`src/rtl/kdlp_pkg.sv`:
```
// Shared types and constants for the key debounce / long-press code FIFO.
package kdlp_pkg;

	localparam int CODE_W = 8;
	localparam int CFG_W = 16;
	localparam int CFG_IDX_W = 8;

	localparam logic [CODE_W-1:0] LONG_FLAG = 8'h80;
	localparam logic [CODE_W-1:0] REPEAT_FLAG = 8'h40;
	localparam logic [CODE_W-1:0] CODE_MASK = 8'h3F;

	// register indexes on the configuration port
	localparam logic [CFG_IDX_W-1:0] CFG_DEBOUNCE = 8'd0;
	localparam logic [CFG_IDX_W-1:0] CFG_LONG_PRESS = 8'd1;
	localparam logic [CFG_IDX_W-1:0] CFG_REPEAT = 8'd2;
	localparam logic [CFG_IDX_W-1:0] CFG_ENABLE = 8'd3;

	localparam logic [CFG_W-1:0] DEBOUNCE_RST = 16'd30;
	localparam logic [CFG_W-1:0] LONG_PRESS_RST = 16'd1000;
	localparam logic [CFG_W-1:0] REPEAT_RST = 16'd200;

	// item kinds carried in tuser
	localparam logic ACT_TICK = 1'b0;
	localparam logic ACT_POP = 1'b1;

	typedef enum logic [1:0] {
		PH_IDLE,
		PH_DEBOUNCE,
		PH_HELD,
		PH_REPEAT
	} phase_t;

	typedef struct packed {
		logic [CFG_W-1:0] debounce_ticks;
		logic [CFG_W-1:0] long_press_ticks;
		logic [CFG_W-1:0] repeat_ticks;
		logic long_press_enable;
	} cfg_t;

	typedef struct packed {
		logic valid;
		logic [CODE_W-1:0] code;
	} push_t;

endpackage

```
`src/rtl/key_debounce_long_press_fifo_unit.sv`:
```
// Top level: key debounce scanner with long press and auto repeat, feeding a code FIFO.
//
// Each input item is either a tick (tuser = 0) carrying a sample of the active-low
// key pins in tdata, or a pop request (tuser = 1). A tick is priority encoded (lowest
// low pin gives code index+1) and steps the idle/debounce/held/repeat scanner, which
// pushes the plain code after a stable debounce, code|0x80 after a long hold and
// code|0xC0 once per repeat period; a push to a full FIFO is dropped. A pop returns
// the oldest code, or 0 when empty. Every item yields exactly one result item with
// the popped code (0 on a tick) and the FIFO fill after the item. Throughput is one
// item per clock while results are taken: the item sits in an input register, and
// the scanner and FIFO update while the result is written to the output register; a
// stalled result holds the next item in the input register. The input side stays ready while
// a result waits, as long as the output register is free or is being taken in the
// same cycle.
// Configuration writes are always ready and take effect on the next cycle; write
// them only while no item is in flight.
module key_debounce_long_press_fifo_unit import kdlp_pkg::*; #(
	parameter int FIFO_DEPTH = 5,
	parameter int NUM_KEYS = 7,
	parameter int TIMER_WIDTH = 16
) (
	input logic clk,
	input logic arst_n,
	// input items
	input logic s_tvalid,
	output logic s_tready,
	input logic [((NUM_KEYS + 7) / 8) * 8 - 1:0] s_tdata, // key_pins
	input logic s_tuser,                                   // action
	// result items
	output logic m_tvalid,
	input logic m_tready,
	output logic [((CODE_W + $clog2(FIFO_DEPTH + 1) + 7) / 8) * 8 - 1:0] m_tdata,
	                                              // popped_code, queued_count
	// configuration writes
	input logic cfg_valid,
	output logic cfg_ready,
	input logic [CFG_IDX_W-1:0] cfg_index,
	input logic [CFG_W-1:0] cfg_data
);

	localparam int CNT_W = $clog2(FIFO_DEPTH + 1);
	localparam int OUT_W = ((CODE_W + CNT_W + 7) / 8) * 8;

	cfg_t cfg_q;

	logic in_valid_s1;
	logic action_s1;
	logic [NUM_KEYS-1:0] pins_s1;

	logic out_valid_s2;
	logic [CODE_W-1:0] popped_s2;
	logic [CNT_W-1:0] count_s2;

	logic advance, accept;
	push_t push;
	logic [CODE_W-1:0] head;
	logic [CNT_W-1:0] fill, fill_next;

	// the input register moves on whenever the result register is free or drains
	assign advance = in_valid_s1 && (!out_valid_s2 || m_tready);
	assign s_tready = !in_valid_s1 || advance;
	assign accept = s_tvalid && s_tready;

	always_ff @(posedge clk or negedge arst_n) begin
		if (!arst_n) begin
			in_valid_s1 <= 1'b0;
		end else if (s_tready) begin
			in_valid_s1 <= s_tvalid;
		end
	end

	always_ff @(posedge clk) begin
		if (accept) begin
			action_s1 <= s_tuser;
			pins_s1 <= s_tdata[NUM_KEYS-1:0];
		end
	end

	// configuration registers
	assign cfg_ready = 1'b1;

	always_ff @(posedge clk or negedge arst_n) begin
		if (!arst_n) begin
			cfg_q <= '{debounce_ticks: DEBOUNCE_RST, long_press_ticks: LONG_PRESS_RST,
			           repeat_ticks: REPEAT_RST, long_press_enable: 1'b1};
		end else if (cfg_valid && cfg_ready) begin
			if (cfg_index == CFG_DEBOUNCE) begin
				cfg_q.debounce_ticks <= cfg_data;
			end
			if (cfg_index == CFG_LONG_PRESS) begin
				cfg_q.long_press_ticks <= cfg_data;
			end
			if (cfg_index == CFG_REPEAT) begin
				cfg_q.repeat_ticks <= cfg_data;
			end
			if (cfg_index == CFG_ENABLE) begin
				cfg_q.long_press_enable <= cfg_data[0];
			end
		end
	end

	kdlp_scan #(
		.NUM_KEYS(NUM_KEYS),
		.TIMER_WIDTH(TIMER_WIDTH)
	) u_scan (
		.clk(clk),
		.arst_n(arst_n),
		.tick_en(advance && action_s1 == ACT_TICK),
		.key_pins(pins_s1),
		.cfg(cfg_q),
		.push(push)
	);

	kdlp_fifo #(
		.FIFO_DEPTH(FIFO_DEPTH),
		.CNT_W(CNT_W)
	) u_fifo (
		.clk(clk),
		.arst_n(arst_n),
		.push(push),
		.pop_en(advance && action_s1 == ACT_POP),
		.head(head),
		.fill(fill),
		.fill_next(fill_next)
	);

	// result register
	always_ff @(posedge clk or negedge arst_n) begin
		if (!arst_n) begin
			out_valid_s2 <= 1'b0;
		end else if (advance) begin
			out_valid_s2 <= 1'b1;
		end else if (m_tready) begin
			out_valid_s2 <= 1'b0;
		end
	end

	always_ff @(posedge clk) begin
		if (advance) begin
			popped_s2 <= (action_s1 == ACT_POP) ? head : '0;
			count_s2 <= fill_next;
		end
	end

	assign m_tvalid = out_valid_s2;
	assign m_tdata = OUT_W'({count_s2, popped_s2});

`ifndef SYNTHESIS
	a_count_bound: assert property (@(posedge clk) disable iff (!arst_n)
		out_valid_s2 |-> count_s2 <= CNT_W'(FIFO_DEPTH))
		else $error("queued count above FIFO depth");

	a_fill_moves_on_item: assert property (@(posedge clk) disable iff (!arst_n)
		fill != $past(fill) |-> $past(advance))
		else $error("FIFO fill changed without an item");

	a_stalled_item_kept: assert property (@(posedge clk) disable iff (!arst_n)
		in_valid_s1 && !advance |=> in_valid_s1)
		else $error("stalled input item lost");

	a_enable_write: assert property (@(posedge clk) disable iff (!arst_n)
		cfg_valid && cfg_ready && cfg_index == CFG_ENABLE
		|=> cfg_q.long_press_enable == $past(cfg_data[0]))
		else $error("long press enable write not taken");
`endif

endmodule

```
`src/rtl/kdlp_scan.sv`:
```
// Pin encoder and four-phase debounce / long-press / repeat scanner.
module kdlp_scan import kdlp_pkg::*; #(
	parameter int NUM_KEYS = 7,
	parameter int TIMER_WIDTH = 16
) (
	input logic clk,
	input logic arst_n,
	input logic tick_en,
	input logic [NUM_KEYS-1:0] key_pins,
	input cfg_t cfg,
	output push_t push
);

	localparam int CMP_W = (TIMER_WIDTH > CFG_W) ? TIMER_WIDTH : CFG_W;
	localparam logic [TIMER_WIDTH-1:0] TMAX = '1;

	phase_t phase_q, phase_d;
	logic [CODE_W-1:0] held_q, held_d;
	logic [TIMER_WIDTH-1:0] elapsed_q, elapsed_d, elap_inc;
	logic [CODE_W-1:0] key;
	logic [CFG_W-1:0] delay;
	logic fire;
	push_t push_raw;

	// lowest low pin wins; code is pin index + 1
	always_comb begin
		key = '0;
		for (int i = NUM_KEYS - 1; i >= 0; i--) begin
			if (!key_pins[i]) begin
				key = CODE_W'(i + 1);
			end
		end
	end

	assign elap_inc = (elapsed_q == TMAX) ? elapsed_q : elapsed_q + 1'b1;

	always_comb begin
		unique case (phase_q)
			PH_HELD: delay = cfg.long_press_ticks;
			PH_REPEAT: delay = cfg.repeat_ticks;
			default: delay = cfg.debounce_ticks;
		endcase
	end

	assign fire = CMP_W'(elap_inc) >= CMP_W'(delay);

	always_comb begin
		phase_d = phase_q;
		held_d = held_q;
		elapsed_d = elapsed_q;
		push_raw = '0;
		unique case (phase_q)
			PH_IDLE: begin
				held_d = key;
				if (key != '0) begin
					elapsed_d = '0;
					phase_d = PH_DEBOUNCE;
				end
			end
			PH_DEBOUNCE: begin
				if (key == held_q) begin
					if (fire) begin
						push_raw = '{valid: 1'b1, code: held_q};
						elapsed_d = '0;
						phase_d = PH_HELD;
					end else begin
						elapsed_d = elap_inc;
					end
				end else begin
					phase_d = PH_IDLE;
				end
			end
			PH_HELD: begin
				if (key == '0 || key != held_q) begin
					elapsed_d = '0;
					phase_d = PH_IDLE;
				end else if (fire && cfg.long_press_enable) begin
					elapsed_d = '0;
					held_d = held_q | LONG_FLAG;
					push_raw = '{valid: 1'b1, code: held_q | LONG_FLAG};
					phase_d = PH_REPEAT;
				end else begin
					elapsed_d = elap_inc;
				end
			end
			PH_REPEAT: begin
				if (key == '0 || key != (held_q & CODE_MASK)) begin
					elapsed_d = '0;
					phase_d = PH_IDLE;
				end else if (fire && cfg.long_press_enable) begin
					elapsed_d = '0;
					held_d = held_q | REPEAT_FLAG;
					push_raw = '{valid: 1'b1, code: held_q | REPEAT_FLAG};
				end else begin
					elapsed_d = elap_inc;
				end
			end
			default: begin
				phase_d = PH_IDLE;
			end
		endcase
	end

	assign push = '{valid: push_raw.valid & tick_en, code: push_raw.code};

	always_ff @(posedge clk or negedge arst_n) begin
		if (!arst_n) begin
			phase_q <= PH_IDLE;
			held_q <= '0;
			elapsed_q <= '0;
		end else if (tick_en) begin
			phase_q <= phase_d;
			held_q <= held_d;
			elapsed_q <= elapsed_d;
		end
	end

endmodule

```
`src/rtl/kdlp_fifo.sv`:
```
// Shift-register code FIFO: push at the fill point, pop from entry zero.
module kdlp_fifo import kdlp_pkg::*; #(
	parameter int FIFO_DEPTH = 5,
	parameter int CNT_W = 3
) (
	input logic clk,
	input logic arst_n,
	input push_t push,
	input logic pop_en,
	output logic [CODE_W-1:0] head,
	output logic [CNT_W-1:0] fill,
	output logic [CNT_W-1:0] fill_next
);

	logic [CODE_W-1:0] mem_q [FIFO_DEPTH];
	logic [CNT_W-1:0] fill_q;
	logic full, empty, do_push, do_pop;

	assign full = fill_q == CNT_W'(FIFO_DEPTH);
	assign empty = fill_q == '0;
	assign do_push = push.valid && !full;   // push to a full FIFO is dropped
	assign do_pop = pop_en && !empty;

	assign head = empty ? '0 : mem_q[0];
	assign fill = fill_q;

	always_comb begin
		fill_next = fill_q;
		if (do_push) begin
			fill_next = fill_q + 1'b1;
		end else if (do_pop) begin
			fill_next = fill_q - 1'b1;
		end
	end

	always_ff @(posedge clk or negedge arst_n) begin
		if (!arst_n) begin
			fill_q <= '0;
		end else begin
			fill_q <= fill_next;
		end
	end

	always_ff @(posedge clk or negedge arst_n) begin
		if (!arst_n) begin
			for (int i = 0; i < FIFO_DEPTH; i++) begin
				mem_q[i] <= '0;
			end
		end else if (do_pop) begin
			for (int i = 0; i < FIFO_DEPTH - 1; i++) begin
				mem_q[i] <= mem_q[i + 1];
			end
			mem_q[FIFO_DEPTH - 1] <= '0;
		end else if (do_push) begin
			for (int i = 0; i < FIFO_DEPTH; i++) begin
				if (fill_q == CNT_W'(i)) begin
					mem_q[i] <= push.code;
				end
			end
		end
	end

endmodule

```
`config.mk`:
```
export PLATFORM = sky130hd
export DESIGN_NAME = key_debounce_long_press_fifo_unit
export DESIGN_NICKNAME = d
export VERILOG_FILES = /design/src/rtl/kdlp_pkg.sv /design/src/rtl/key_debounce_long_press_fifo_unit.sv /design/src/rtl/kdlp_scan.sv /design/src/rtl/kdlp_fifo.sv
export SDC_FILE = /design/constraint.sdc
export NUM_CORES = 1
export LEC_CHECK = 0
export BUFFER_PORTS_ARGS = -buffer_cell sky130_fd_sc_hd__buf_2
export CAP_MARGIN = 20
export CORE_ASPECT_RATIO = 0.7
export CORE_UTILIZATION = 60
export DETAILED_ROUTE_END_ITERATION = 7
export GPL_TIMING_DRIVEN = 0
export PLACE_DENSITY = 0.8
export SLEW_MARGIN = 20
export SYNTH_ARGS = -nofsm -noshare
export SYNTH_HDL_FRONTEND = slang
export SYNTH_SLANG_ARGS = --single-unit
```
`constraint.sdc`:
```
create_clock -name clk -period 5.44 [get_ports clk]
set_clock_uncertainty 0.15 [all_clocks]
set_input_delay 0.544 -clock clk [delete_from_list [all_inputs] [get_ports clk]]
set_output_delay 0.544 -clock clk [all_outputs]
set_load 0.01 [all_outputs]
```
* Word level (Yosys, flattened, before mapping)
Index checks and enable logic that the tools add are counted.
** Storage, ports and cells
- Bits of input ports :: 38
- Bits in registers :: 139
** Operators by class
- Mux-type cells :: 46
- Bitwise logic cells :: 4
- Reductions and logical operators :: 44
- $add $sub $neg :: 3
- $lt $le $gt $ge :: 1
- Equal/unequal tests :: 24
** Operator list (number)
- two-way mux 16 bit :: 7
- two-way mux 8 bit :: 14
- two-way mux 40 bit :: 2
- case mux 16 bit (4 select lines) :: 1
- two-way mux 9 bit :: 6
- case mux 16 bit (2 select lines) :: 1
- case mux 9 bit (3 select lines) :: 1
- case mux 8 bit (3 select lines) :: 1
- AND reduction 2 bit :: 9
- nonzero test 2 bit :: 9
- adder 16 x 1 -> 16 bit, second input constant :: 1
- == test 16 bit, second input constant :: 1
- == test 8 x 2 -> 1 bit, second input constant :: 2
- greater-or-equal comparator 16 bit :: 1
- zero test 8 bit :: 2
- AND reduction 5 bit :: 3
- two-way mux 2 bit :: 6
- != test 2 x 1 -> 1 bit, second input constant :: 5
- two-way mux 3 bit :: 3
- == test 8 x 1 -> 1 bit, second input constant :: 1
- == test 8 bit :: 1
- != test 8 x 6 -> 1 bit :: 1
- != test 8 bit :: 1
- case mux 2 bit (4 select lines) :: 1
- 23 further kinds :: 42

* Longest topological paths before layout
Gate-level depths: netlist (run 1).
- Word-level depth :: 15
- Depth in mapped cells :: 17

* Cells and area by module
A second synthesis (run 1) with hierarchy kept.
** Second synthesis, totals
- Cell total of the unflattened synthesis :: 663
- Area total of the unflattened synthesis :: 7558.5 µm²
** Modules (own cells, without submodules)
- key_debounce_long_press_fifo_unit :: area each 2805.2 µm², seq. area each 1864.3 µm², cells an instance 154, instances 1
- kdlp_scan :: area each 2612.5 µm², seq. area each 575.6 µm², cells an instance 316, instances 1
- kdlp_fifo :: area each 2140.8 µm², seq. area each 1076.0 µm², cells an instance 193, instances 1

* Worst setup path after synthesis (run 1)
No wires, ideal clock.
- Kind :: flip-flop to flip-flop
- From :: reg u_scan.elapsed_q[0]
- To :: reg u_fifo.mem_q[16] (netlist bit)
- Buffers on the path :: 1
- Cell stages (with the launch flop) :: 15
- Required time :: 5165 ps
- Data arrival time :: 4042 ps
- Path slack :: 1123 ps
- Cells stage by stage :: dfrtp_1 > ha_1 > nand2_1 > or3_1 > or3_1 > clkbuf_1 > and3_4 > xor2_1 > ha_1 > a21o_1 > a2111oi_1 > o211ai_1 > and4b_4 > a31oi_4 > mux2_2
** Between the ends
- Word-level cells in the longest chain between the ends :: 11
** Ends and longest elaborated chain
- from (decl) :: RTL line kdlp_scan.sv:19 : logic [TIMER_WIDTH-1:0] elapsed_q, elapsed_d, elap_inc;
- from (signal assigned) :: RTL line kdlp_scan.sv:114 : elapsed_q <= elapsed_d;
- adder 16 x 1 -> 16 bit or == test 16 bit (tied branches) :: RTL line kdlp_scan.sv:35 : assign elap_inc = (elapsed_q == TMAX) ? elapsed_q : elapsed_q + 1'b1;
- two-way mux 16 bit (*) :: RTL line kdlp_scan.sv:35
- greater-or-equal comparator 16 bit (*) :: RTL line kdlp_scan.sv:45 : assign fire = CMP_W'(elap_inc) >= CMP_W'(delay);
- logical AND 1 bit :: RTL line kdlp_scan.sv:77, kdlp_scan.sv:90
- two-way mux 9 bit, on equally long branches :: RTL line kdlp_scan.sv:90, kdlp_scan.sv:77
- two-way mux 9 bit, on equally long branches :: RTL line kdlp_scan.sv:87, kdlp_scan.sv:74
- case mux 9 bit (3 select lines) (*) :: RTL line kdlp_scan.sv:52 : unique case (phase_q)
- AND 1 bit :: RTL line kdlp_scan.sv:104 : assign push = '{valid: push_raw.valid & tick_en, code: push_raw.code};
- logical AND 1 bit :: RTL line kdlp_fifo.sv:21 : assign do_push = push.valid && !full;
- nonzero test 2 bit (no line)
- AND reduction 2 bit (no line)
- to (signal, indexed assignment) :: RTL line kdlp_fifo.sv:51 : mem_q[i] <= mem_q[i + 1];
- to (signal, indexed assignment) :: RTL line kdlp_fifo.sv:57 : mem_q[i] <= push.code;
- to (decl) :: RTL line kdlp_fifo.sv:15 : logic [CODE_W-1:0] mem_q [FIFO_DEPTH];
Every way passes the cells marked *; elsewhere a longest branch is shown, timed or not. The select of a mux whose other input is x is not followed.
A chain may end at the register's enable or synchronous reset.

* Worst setup path after layout (run 1)
- From :: reg u_scan.elapsed_q[0]
- To :: reg u_scan.elapsed_q[9]
** Between the ends
- Word-level cells in the longest chain between the ends :: 7
** Ends and longest elaborated chain (RTL line)
- adder 16 x 1 -> 16 bit or == test 16 bit (tied branches) :: kdlp_scan.sv:35
- two-way mux 16 bit (*) :: kdlp_scan.sv:35
- greater-or-equal comparator 16 bit :: kdlp_scan.sv:45
- logical AND 1 bit :: kdlp_scan.sv:77, kdlp_scan.sv:90
- two-way mux 16 bit :: kdlp_scan.sv:77, kdlp_scan.sv:90
- two-way mux 16 bit, on equally long branches :: kdlp_scan.sv:87, kdlp_scan.sv:74
- case mux 16 bit (4 select lines) (*) :: kdlp_scan.sv:52
Marked as above.

==> run metrics, run 1 <==
EDFF count, synth=16; CP bufs+invs=3; worst stage delay on the critical path=0.47 ns; CTS tree=done; Finish-stage setup viols=0; root buffer cell=clkbuf_16; synth top area cells=dfrtp_1, mux2_2, edfxtp_1, dfstp_2, ha_1; Critical Path RT=5.57 ns; Crit. End Element=flip-flop; All-Layer GR Usage=30.10%; DP Worst Slack=0.4947 ns; WP data arrival=4.95 ns; Leak=3.572 nW; clk buf depth=2; total congestion overflow=0; row count=31; commonest non-fill, non-tap cells in the layout=dfrtp_1, nand2_1, mux2_2, buf_2, ha_1; initial antenna violation count=0; min Tclk post-route=4.820 ns; Startpoint Class=flip-flop; critical path depth=16; total power=2.943 mW; MaxCap Viol Count=0; total core area=0.01047 mm2; Initial Utilization=62.38%; DRC marker count from the first detailed-route iteration=351; die height=89.30 um; Syn Inst Count=601; largest net degree at the start of global routing=80; Final Net Count=745; final non-filler cell total=823; cell taking the most area after synthesis=dfrtp_1; First-pass DRT Iterations=5; Layout area overhead=16.55%; FMAX=207.5 MHz; H-tree depth=4; critical path class=reg2reg; Routed Antenna Nets=0; IO Pins=57; final design area excluding fillers=0.007614 mm2; setup TNS=0 ns; post-synth cell types=72; fin util=72.70%; CP max FO=7; DR WL/cell=19.27 um; leading cell type in the layout, fill and taps excluded=dfrtp_1; layout cells sized above 1=28.51%; Worst Hold Depth=1; Synth warnings=0; post-synth top area share=33.71%; Worst Reg-to-Reg Cells=16; worst hold slack=0.1560 ns; status=finished clean; first-pass GRT wire length=25.77 mm; delay-heaviest family, CP=compound AO/OA/AOI/OAI gates; vias in the first global route=5090; mapped cell area=0.006533 mm2; CTS Sinks=118; final WL=15.86 mm; power density cells=386.6 mW/mm2; Final Slew Violations=0; DIE AREA=0.01132 mm2; Hold Vio Cnt, Final=0; sequential fraction of the synthesis area=46.70%; DP Cell Count=787; ys flop type=dfrtp_1; fillers=707; IO Port Bufs=46; fin crit share=88.60%; dpl hpwl=10.91 mm; Synth Area per Inst=10.87 um2; Inserted Diodes=0; chip width=126.7 um; Peak VDD IR=0.0003221 V; Clk pin slew, worst setup/hold paths=0.05 ns; DP Area=0.006988 mm2; hold crit path type=in2reg; latest clock arrival within the worst-skew pair=0.42 ns; GPL Wtd Cong=0.9043; critical-path cell list=ha_1 > nand2_1 > or3_1 > or3_1 > clkbuf_1 > and3_4 > xor2_1 > ha_1 > a21o_1 > a2111oi_1 > o211ai_1 > buf_4 > buf_4 > a211oi_2 > o21bai_2 > o41ai_1; vias post-DR=5193; fin worst setup slack=0.6199 ns; Register Area=0.003050 mm2; Num CTS Buffers=17; DRC Markers=0; fraction of registers with async set/reset=86.44%; Worst Max-Slew Pin Slew=0.8061 ns; #FFs+latches synth=118; vias per inst=6.310; Worst path slowest cell=a2111oi_1; area of the multi-input gates=0.003276 mm2; RSZ-0062 raised after global routing=no; Slew headroom=46.21%
-- layer usage --
metal | GRT usage [%] | vias to the layer above | wire, um
met5 | 0 | - | 0
met4 | 9.848 | 0 | 270
met3 | 7.301 | 35 | 1012
met2 | 47.16 | 215 | 7126
met1 | 41.82 | 2575 | 7448
li1 | - | 2368 | -
-- final cells by class --
cell class / count / share of cell area, %
multi-input combinational: 443 / 43.02
sequential: 118 / 40.07
clock buffer: 22 / 6.245
timing repair buffer: 51 / 3.895
buffer: 32 / 2.317
tap: 132 / 2.169
clock inverter: 10 / 1.545
inverter: 15 / 0.7395
-- sequential cells by signal, indices dropped and copies added, names as in the netlist --
register / count
m_tvalid: 1
action_s1: 1
cfg_q: 49
u_fifo.mem_q: 25
popped_s2: 5
u_scan.elapsed_q: 16
u_scan.phase_q: 2
in_valid_s1: 1
u_scan.held_q: 5
pins_s1: 7
count_s2: 3
u_fifo.fill: 3
-- final timing paths --
check	from	to	slack [ns]
worst max-delay path	u_scan.elapsed_q[0]	u_scan.elapsed_q[9]	0.62
worst min-delay path	s_tuser	action_s1	0.16
worst max register to register	u_scan.elapsed_q[0]	u_scan.elapsed_q[9]	0.62
worst min register to register	u_fifo.mem_q[14]	u_fifo.mem_q[14]	0.35
max in group asynchronous	arst_n	cfg_q[26]	4.04
min in group asynchronous	arst_n	u_scan.elapsed_q[2]	0.41
-- cells in the mapped netlist, types with 9 or more instances --
library cell / instances
o31ai_1: 10
nor3_1: 15
inv_1: 15
dfstp_2: 14
o21ai_1: 9
nor2_1: 28
nand2_1: 66
a21oi_1: 26
dfrtp_1: 88
nand3_1: 13
and2_1: 13
ha_1: 29
mux2_2: 65
buf_4: 11
o21ai_0: 14
nand4_1: 11
edfxtp_1: 16
clkbuf_1: 13
a22o_1: 18
-- where the power goes --
part           switching, mW  leakage [nW]  internal [mW]
clock network          0.421         0.294          0.716
logic                  0.450          1.79          0.274
registers             0.0832          1.49          0.999
-- cell families after synthesis --
logic type / count (synthesis) / synth area share [%]
compound gates: 139 / 16.20
xor+xnor: 11 / 1.475
fa+ha+maj: 29 / 5.555
buf+inv: 47 / 3.562
flops: 118 / 46.70
mux: 69 / 11.82
other cells: 2 / 0.1150
simple gates: 186 / 14.58
-- repair_timing --
action | in CTS | in global routing
hold buffers | 1 | 0
endpoints found under the setup margin | 0 | 1
buffers inserted | 0 | 3
hold endpoints to repair | 23 | 0
resized for setup | 0 | 0
Power figures use the tool's default switching activity.
==> run 2, diff against run 1 <==
--- a/config.mk
+++ b/config.mk
@@ -12,6 +12,7 @@
 export DETAILED_ROUTE_END_ITERATION = 7
 export GPL_TIMING_DRIVEN = 0
 export PLACE_DENSITY = 0.8
+export REMOVE_ABC_BUFFERS = 1
 export SLEW_MARGIN = 20
 export SYNTH_ARGS = -nofsm -noshare
 export SYNTH_HDL_FRONTEND = slang
==> run 2 against run 1 <==
  * Hold slack worse by 0.0065 ns
  * Maximum frequency shrank 5.0%
  * Largest power group is now registers
  * Routed wire length down 10%
  * Register-to-register slack got worse by 0.25 ns
  * Sequential share of layout area up 1.1 points
  * Critical endpoint is now u_fifo.mem_q[39]
  * Via count fell by 6.6%
  * Critical path depth unchanged
  * Sequential power about the same
  * Die area did not move
  * First-iteration DRC count fell by 21%
==> run metrics, run 2 (synthesis results as in run 1) <==
status=finished clean (unchanged); vias per inst=6.138 (was 6.310); vias in the first global route=4673 (was 5090); Worst path slowest cell=or3_1 (was a2111oi_1); Num CTS Buffers=17 (unchanged); IO Pins=57 (unchanged); RSZ-0062 raised after global routing=no (unchanged); Hold Crit Start=s_tuser (unchanged); total core area=0.01047 mm2 (unchanged); DRC marker count from the first detailed-route iteration=279 (was 351); Crit. End Element=flip-flop (unchanged); MaxCap Viol Count=0 (unchanged); DR WL/cell=18.05 um (was 19.27 um); FMAX=197.1 MHz (was 207.5 MHz); cell-internal power=1.847 mW (was 1.989 mW); Clk pin slew, worst setup/hold paths=0.06 ns (was 0.05 ns); first-pass GRT wire length=23.62 mm (was 25.77 mm); final non-filler cell total=790 (was 823); leading cell type in the layout, fill and taps excluded=dfrtp_1 (unchanged); worst hold slack=0.1494 ns (was 0.1560 ns); R2R Path End=u_fifo.mem_q[39] (was u_scan.elapsed_q[9]); Worst Reg-to-Reg Cells=16 (unchanged); DP Area=0.006828 mm2 (was 0.006988 mm2); Final Slew Violations=0 (unchanged); hold crit path type=in2reg (unchanged); part of the power in registers=39.0% (was 36.8%); Largest Register=cfg_q (unchanged); critical-path cell list=ha_1 > nand2_1 > or3_1 > nor2_1 > and2_1 > mux2i_1 > inv_1 > ha_1 > nand4_1 > nor3_1 > o21ai_0 > o211ai_1 > buf_4 > and4b_4 > a31o_2 > mux2_2 (was ha_1 > nand2_1 > or3_1 > or3_1 > clkbuf_1 > and3_4 > xor2_1 > ha_1 > a21o_1 > a2111oi_1 > o211ai_1 > buf_4 > buf_4 > a211oi_2 > o21bai_2 > o41ai_1); fin util=70.72% (was 72.70%); CP max FO=13 (was 7); Endpoint, Worst Hold=action_s1 (unchanged); Sw Share=33.34% (was 32.43%); final design area excluding fillers=0.007406 mm2 (was 0.007614 mm2); clk buf depth=2 (unchanged); final WL=14.26 mm (was 15.86 mm); min Tclk post-route=5.073 ns (was 4.820 ns); total congestion overflow=0 (unchanged); Peak VDD IR=0.0003463 V (was 0.0003221 V); Layout area overhead=13.37% (was 16.55%); Net Switching=0.9238 mW (was 0.9546 mW); die height=89.30 um (unchanged); Gate power share=24.6% (about the same); IO Port Bufs=46 (unchanged); layout cells sized above 1=28.12% (was 28.51%); DIE AREA=0.01132 mm2 (unchanged); WP data arrival=5.22 ns (was 4.95 ns); CTS Sinks=118 (unchanged); Leak=3.428 nW (was 3.572 nW); power density cells=374.2 mW/mm2 (was 386.6 mW/mm2); root buffer cell=clkbuf_16 (unchanged); initial antenna violation count=0 (unchanged); Final Net Count=712 (was 745); row count=31 (unchanged); Routed Antenna Nets=0 (unchanged); reg2reg setup slack=0.37 ns (was 0.62 ns); Startpoint Class=flip-flop (unchanged); Most common cell on crit path=ha_1; commonest non-fill, non-tap cells in the layout=dfrtp_1, nand2_1, mux2_2, buf_2 (was dfrtp_1, nand2_1, mux2_2, buf_2, ha_1); vias post-DR=4849 (was 5193); critical path class=reg2reg (unchanged); chip width=126.7 um (unchanged); H-tree depth=4 (unchanged); setup TNS=0 ns (unchanged); Worst Hold Depth=1 (unchanged); clock group share of total power=36.4% (was 38.6%); DP Cell Count=756 (was 787); Slew headroom=26.57% (was 46.21%); Reg-to-Reg Start=u_scan.elapsed_q[0] (unchanged); dpl hpwl=9.722 mm (was 10.91 mm); First-pass DRT Iterations=5 (unchanged); Initial Utilization=62.38% (unchanged); biggest regs=cfg_q (49), u_fifo.mem_q (25), u_scan.elapsed_q (16) (unchanged); All-Layer GR Usage=27.68% (was 30.10%); latest clock arrival within the worst-skew pair=0.42 ns (about the same); GPL Wtd Cong=0.9239 (was 0.9043); fin crit share=93.26% (was 88.60%); Critical Path RT=5.59 ns (was 5.57 ns); max reg flops=49 (unchanged); Hold Vio Cnt, Final=0 (unchanged); Worst Max-Slew Pin Slew=1.098 ns (was 0.8061 ns); DRC Markers=0 (unchanged); largest net degree at the start of global routing=79 (was 80); CTS tree=done (unchanged); worst stage delay on the critical path=0.45 ns (was 0.47 ns); Inserted Diodes=0 (unchanged); Finish-stage setup viols=0 (unchanged)
==> run 2: changes by cell type in the layout (fill, tap and decap cells not counted), moves of 4 or more <==
cell / change
buf_2: -6
clkbuf_1: -15
buf_4: -12
clkinvlp_4: +4
==> run 2: power groups by stage <==
stage               Combinational [mW]  Clock, mW  Sequential (mW)
floorplan                        0.454          0             1.08
global placement                 0.607          0             1.08
detailed placement               0.644          0             1.09
CTS                              0.659       1.02             1.08
global route                     0.750       1.06             1.09
finish                           0.682       1.01             1.08
==> run 2: worst max-delay path by stage <==
| stage | startpoint | cells past startpoint | endpoint | slack [ns] |
|---|---|---|---|---|
| 2_1_floorplan | u_scan.elapsed_q[0] | 14 | u_fifo.mem_q[32] | 0.86 |
| 3_3_place_gp | u_scan.phase_q[0] | 12 | u_fifo.mem_q[39] | -0.73 |
| 3_5_place_dp | u_scan.phase_q[0] | 13 | u_fifo.mem_q[34] | -0.007 |
| 4_1_cts | u_scan.elapsed_q[4] | 14 | u_fifo.mem_q[39] | 0.11 |
| 5_1_grt | u_scan.elapsed_q[0] | 13 | u_scan.elapsed_q[9] | 0.08 |
| 6_report | u_scan.elapsed_q[0] | 16 | u_fifo.mem_q[39] | 0.37 |
==> run 2: routing by layer <==
| layer | track usage (%) | part of all wire, % | up-vias |
|---|---|---|---|
| met4 | 9.199 | 1.3 | 0 |
| li1 | - | - | 2304 |
| met1 | 38.08 | 47 | 2366 |
| met5 | 0 | 0 | - |
| met2 | 43.65 | 45 | 158 |
| met3 | 6.942 | 6.1 | 21 |
==> run 2: area by class of cell <==
| type | instances | area [um2] |
|---|---|---|
| Clock buffer | 19 | 442.9 |
| Timing Repair Buffer | 50 | 289.0 |
| Fill cell | 739 | 3067 |
| Clock inverter | 13 | 97.59 |
| Inverter | 15 | 56.30 |
| Sequential cell | 118 | 3050 |
| Tap cell | 132 | 165.2 |
| Multi-Input combinational cell | 443 | 3304 |
==> run 2: critical path, delay by kind of cell, from the launching register on <==
| family | cells | cell delay, ns |
|---|---|---|
| buffers and inverters | 2 | 0.31 |
| muxes | 2 | 0.63 |
| and+or+nand+nor | 7 | 1.90 |
| AOI/OAI and AO/OA | 3 | 0.95 |
| adders and majority gates | 2 | 0.56 |
| DFF | 1 | 0.44 |
==> run 2: repair_timing <==
action,in CTS,in global routing
hold buffers,1,0
resized for setup,2,1
cloned,0,0
buffers inserted,0,1
setup endpoints to repair,11,22
pin swaps,0,1
hold endpoints to repair,15,0
==> run 2: metrics by stage <==
| stage | power (mW) | worst slack (ns) |
|---|---|---|
| floorplan | 1.529 | 0.8613 |
| global placement | 1.690 | -0.7276 |
| detailed placement | 1.736 | -0.006523 |
| CTS | 2.756 | 0.1093 |
| global route | 2.906 | 0.08287 |
| finish | 2.771 | 0.3668 |
==> run 3, diff against run 2 <==
--- a/config.mk
+++ b/config.mk
@@ -5,6 +5,7 @@
 export SDC_FILE = /design/constraint.sdc
 export NUM_CORES = 1
 export LEC_CHECK = 0
+export ABC_AREA = 1
 export BUFFER_PORTS_ARGS = -buffer_cell sky130_fd_sc_hd__buf_2
 export CAP_MARGIN = 20
 export CORE_ASPECT_RATIO = 0.7
==> run 3 against run 2 <==
  * Design area stayed put
  * Sequential share of layout area stayed put
  * Total power is 4.4% higher
  * First-iteration DRC count is 23% higher
==> run metrics, run 3 <==
RSZ-0062 raised after global routing=no (unchanged); multiplexer area fraction after synthesis=0% (was 11.82%); clock group share of total power=41.7% (was 36.4%); largest family of logic cells by synthesized area=simple AND/OR/NAND/NOR gates (was compound AO/OA/AOI/OAI gates); post-synth cell types=49 (was 72); CP bufs+invs=2 (unchanged); Clk pin slew, worst setup/hold paths=0.06 ns (about the same); met2 usage=43.75% (was 43.65%); Critical Path RT=5.49 ns (was 5.59 ns); Final Slew Violations=0 (unchanged); layout cells sized above 1=17.49% (was 28.12%); Post-Synth Adder-Cell Area=5.626% (was 5.554%); cell taking the most area after synthesis=dfrtp_1 (unchanged); DP Area=0.006756 mm2 (was 0.006828 mm2); Inserted Diodes=0 (unchanged); fin util=71.24% (was 70.72%); cell-internal power=1.966 mW (was 1.847 mW); part of the power in registers=36.2% (was 39.0%); GR Layer Usage met1=38.32% (was 38.08%); fraction of registers with async set/reset=86.44% (unchanged); fin worst setup slack=0.8451 ns (was 0.3668 ns); DRC marker count from the first detailed-route iteration=343 (was 279); #FFs+latches synth=118 (unchanged); Initial Utilization=62.05% (was 62.38%); Synth Area per Inst=8.623 um2 (was 10.87 um2); Final Net Count=860 (was 712); Net Switching=0.9263 mW (was 0.9238 mW); MaxCap Viol Count=0 (unchanged); Leak=3.711 nW (was 3.428 nW); fin crit share=84.47% (was 93.26%); biggest regs=cfg_q (49), u_fifo.mem_q (25), u_scan.elapsed_q (16) (unchanged); leading cell type in the layout, fill and taps excluded=nand2_1 (was dfrtp_1); root buffer cell=clkbuf_16 (unchanged); largest net degree at the start of global routing=71 (was 79); min Tclk post-route=4.595 ns (was 5.073 ns); XOR/XNOR share of the synthesized area=1.610% (was 1.475%); Worst Max-Slew Pin Slew=1.090 ns (was 1.098 ns); CTS Sinks=118 (unchanged); power density cells=390.5 mW/mm2 (was 374.2 mW/mm2); Simple-Gate Fraction of Synth Area=24.62% (was 14.58%); initial antenna violation count=0 (unchanged); setup bufs post-CTS=0 (unchanged); worst hold slack=0.1539 ns (was 0.1494 ns); total power=2.892 mW (was 2.771 mW); critical-path cell list=inv_1 > ha_1 > nor2_2 > a21oi_1 > ha_1 > nand2_1 > nor4_2 > nand2_1 > nand3_1 > nand2_1 > inv_2 > nand3_2 > nand3_4 > nand2_8 > o21ai_1 (was ha_1 > nand2_1 > or3_1 > nor2_1 > and2_1 > mux2i_1 > inv_1 > ha_1 > nand4_1 > nor3_1 > o21ai_0 > o211ai_1 > buf_4 > and4b_4 > a31o_2 > mux2_2); worst stage delay on the critical path=0.70 ns (was 0.45 ns); H-tree depth=4 (unchanged); dpl hpwl=9.585 mm (was 9.722 mm); Num CTS Buffers=17 (unchanged); DP Cell Count=905 (was 756); Peak VDD IR=0.0002834 V (was 0.0003463 V); Most common cell on crit path=nand2_1 (was ha_1); Syn Inst Count=748 (was 601); clk buf depth=2 (unchanged); Startpoint Class=flip-flop (unchanged); DR WL/cell=15.02 um (was 18.05 um); Sw Share=32.03% (was 33.34%); ys flop type=dfrtp_1 (unchanged); Layout area overhead=14.82% (was 13.37%); vias per inst=5.584 (was 6.138); final design area excluding fillers=0.007406 mm2 (unchanged); critical path class=reg2reg (unchanged); CP max FO=22 (was 13); Routed Antenna Nets=0 (unchanged); chip width=125.9 um (was 126.7 um); vias in the first global route=4944 (was 4673); Post-synth top cells=nand2_1, dfrtp_1, inv_1, o21ai_0, nand3_1 (was dfrtp_1, nand2_1, mux2_2, ha_1, nor2_1); die height=88.75 um (was 89.30 um); vias post-DR=5238 (was 4849); post_cts resized=0 (was 2); hold crit path type=in2reg (unchanged); WP data arrival=4.65 ns (was 5.22 ns); Largest Register=cfg_q (unchanged); sequential fraction of the synthesis area=47.29% (was 46.70%); Crit. End Element=flip-flop (unchanged); delay-heaviest family, CP=simple AND/OR/NAND/NOR gates (unchanged); status=finished clean (unchanged); FMAX=217.6 MHz (was 197.1 MHz); DP Worst Slack=0.5822 ns (was -0.006523 ns); setup TNS=0 ns (unchanged); max reg flops=49 (unchanged); final WL=14.09 mm (was 14.26 mm); IO Pins=57 (unchanged); DRC Markers=0 (unchanged); first-pass GRT wire length=23.69 mm (was 23.62 mm); EDFF count, synth=16 (unchanged); row count=31 (unchanged); final non-filler cell total=938 (was 790); mapped cell area=0.006450 mm2 (was 0.006533 mm2); CTS tree=done (unchanged); Gate power share=22.1% (was 24.6%); post-synth top area share=34.14% (was 33.71%); synth top area cells=dfrtp_1, nand2_1, edfxtp_1, dfstp_2, ha_1 (was dfrtp_1, mux2_2, edfxtp_1, dfstp_2, ha_1); Slew headroom=27.13% (was 26.57%); GR Util met3=5.865% (was 6.942%); Synth warnings=0 (unchanged); First-pass DRT Iterations=6 (was 5); latest clock arrival within the worst-skew pair=0.42 ns (about the same); Finish-stage setup viols=0 (unchanged); Hold Vio Cnt, Final=0 (unchanged); commonest non-fill, non-tap cells in the layout=nand2_1, dfrtp_1, inv_1, o21ai_0, nand3_1 (was dfrtp_1, nand2_1, mux2_2, buf_2); top-count cell post-synth=nand2_1 (was dfrtp_1); Most Crowded Layer GR=met2 (unchanged); GPL Wtd Cong=0.8907 (was 0.9239); total congestion overflow=0 (unchanged); post-synthesis compound-gate area fraction=13.15% (was 16.20%); total core area=0.01040 mm2 (was 0.01047 mm2); IO Port Bufs=46 (unchanged); Worst path slowest cell=nor2_2 (was or3_1); DIE AREA=0.01118 mm2 (was 0.01132 mm2); All-Layer GR Usage=27.47% (was 27.68%)
## run 3: cell count changes after synthesis, moves of 9 or more
cell,before,now
o21ai_1,9,21
mux2_2,65,0
o21ai_0,14,47
o31ai_1,10,0
and2_1,13,0
nand2_1,66,205
nand4_1,11,2
inv_1,15,86
nand3_1,13,46
o22ai_2,0,10
## run 3: logic make-up after synthesis
logic type	Yosys count
simple gates	334
flops	118
xor+xnor	11
other cells	2
compound gates	135
fa+ha+maj	29
buf+inv	119
## run 3: routing by layer
| metal | wire length [um] | vias up |
|---|---|---|
| met4 | 138 | 0 |
| met3 | 886 | 15 |
| met2 | 6588 | 183 |
| met5 | 0 | - |
| met1 | 6475 | 2497 |
| li1 | - | 2543 |
## run 3: worst paths after layout
kind	endpoint	slack (ns)	from	cells after the start
setup / recovery	count_s2[2]	0.85	u_scan.phase_q[0]	15
hold / removal	pins_s1[1]	0.15	s_tdata[1]	1
setup reg to reg	count_s2[2]	0.85	u_scan.phase_q[0]	15
hold reg to reg	cfg_q[26]	0.33	cfg_q[26]	2
max in group asynchronous	cfg_q[22]	4.02	arst_n	3
min in group asynchronous	u_fifo.mem_q[26]	0.43	arst_n	2
## run 3: repair_timing
item / in CTS / in global routing
endpoints found under the setup margin: 0 / 0
hold buffers: 1 / 0
endpoints found under the hold margin: 32 / 0
## run 3: area by class of cell
| cell class | instances | area [um2] |
|---|---|---|
| Clock buffer | 18 | 439.2 |
| Clock inverter | 14 | 197.7 |
| Fill cell | 783 | 2989 |
| Inverter | 90 | 337.8 |
| Multi-Input combinational cell | 518 | 2942 |
| Sequential cell | 118 | 3050 |
| Tap cell | 132 | 165.2 |
| Timing Repair Buffer | 48 | 274.0 |
## run 3: power groups by stage
stage	Clock (mW)	Combinational, mW	Sequential [mW]
floorplan	0	0.449	1.05
global placement	0	0.588	1.05
detailed placement	0	0.621	1.06
CTS	1.22	0.634	1.05
global route	1.26	0.712	1.06
finish	1.21	0.639	1.05
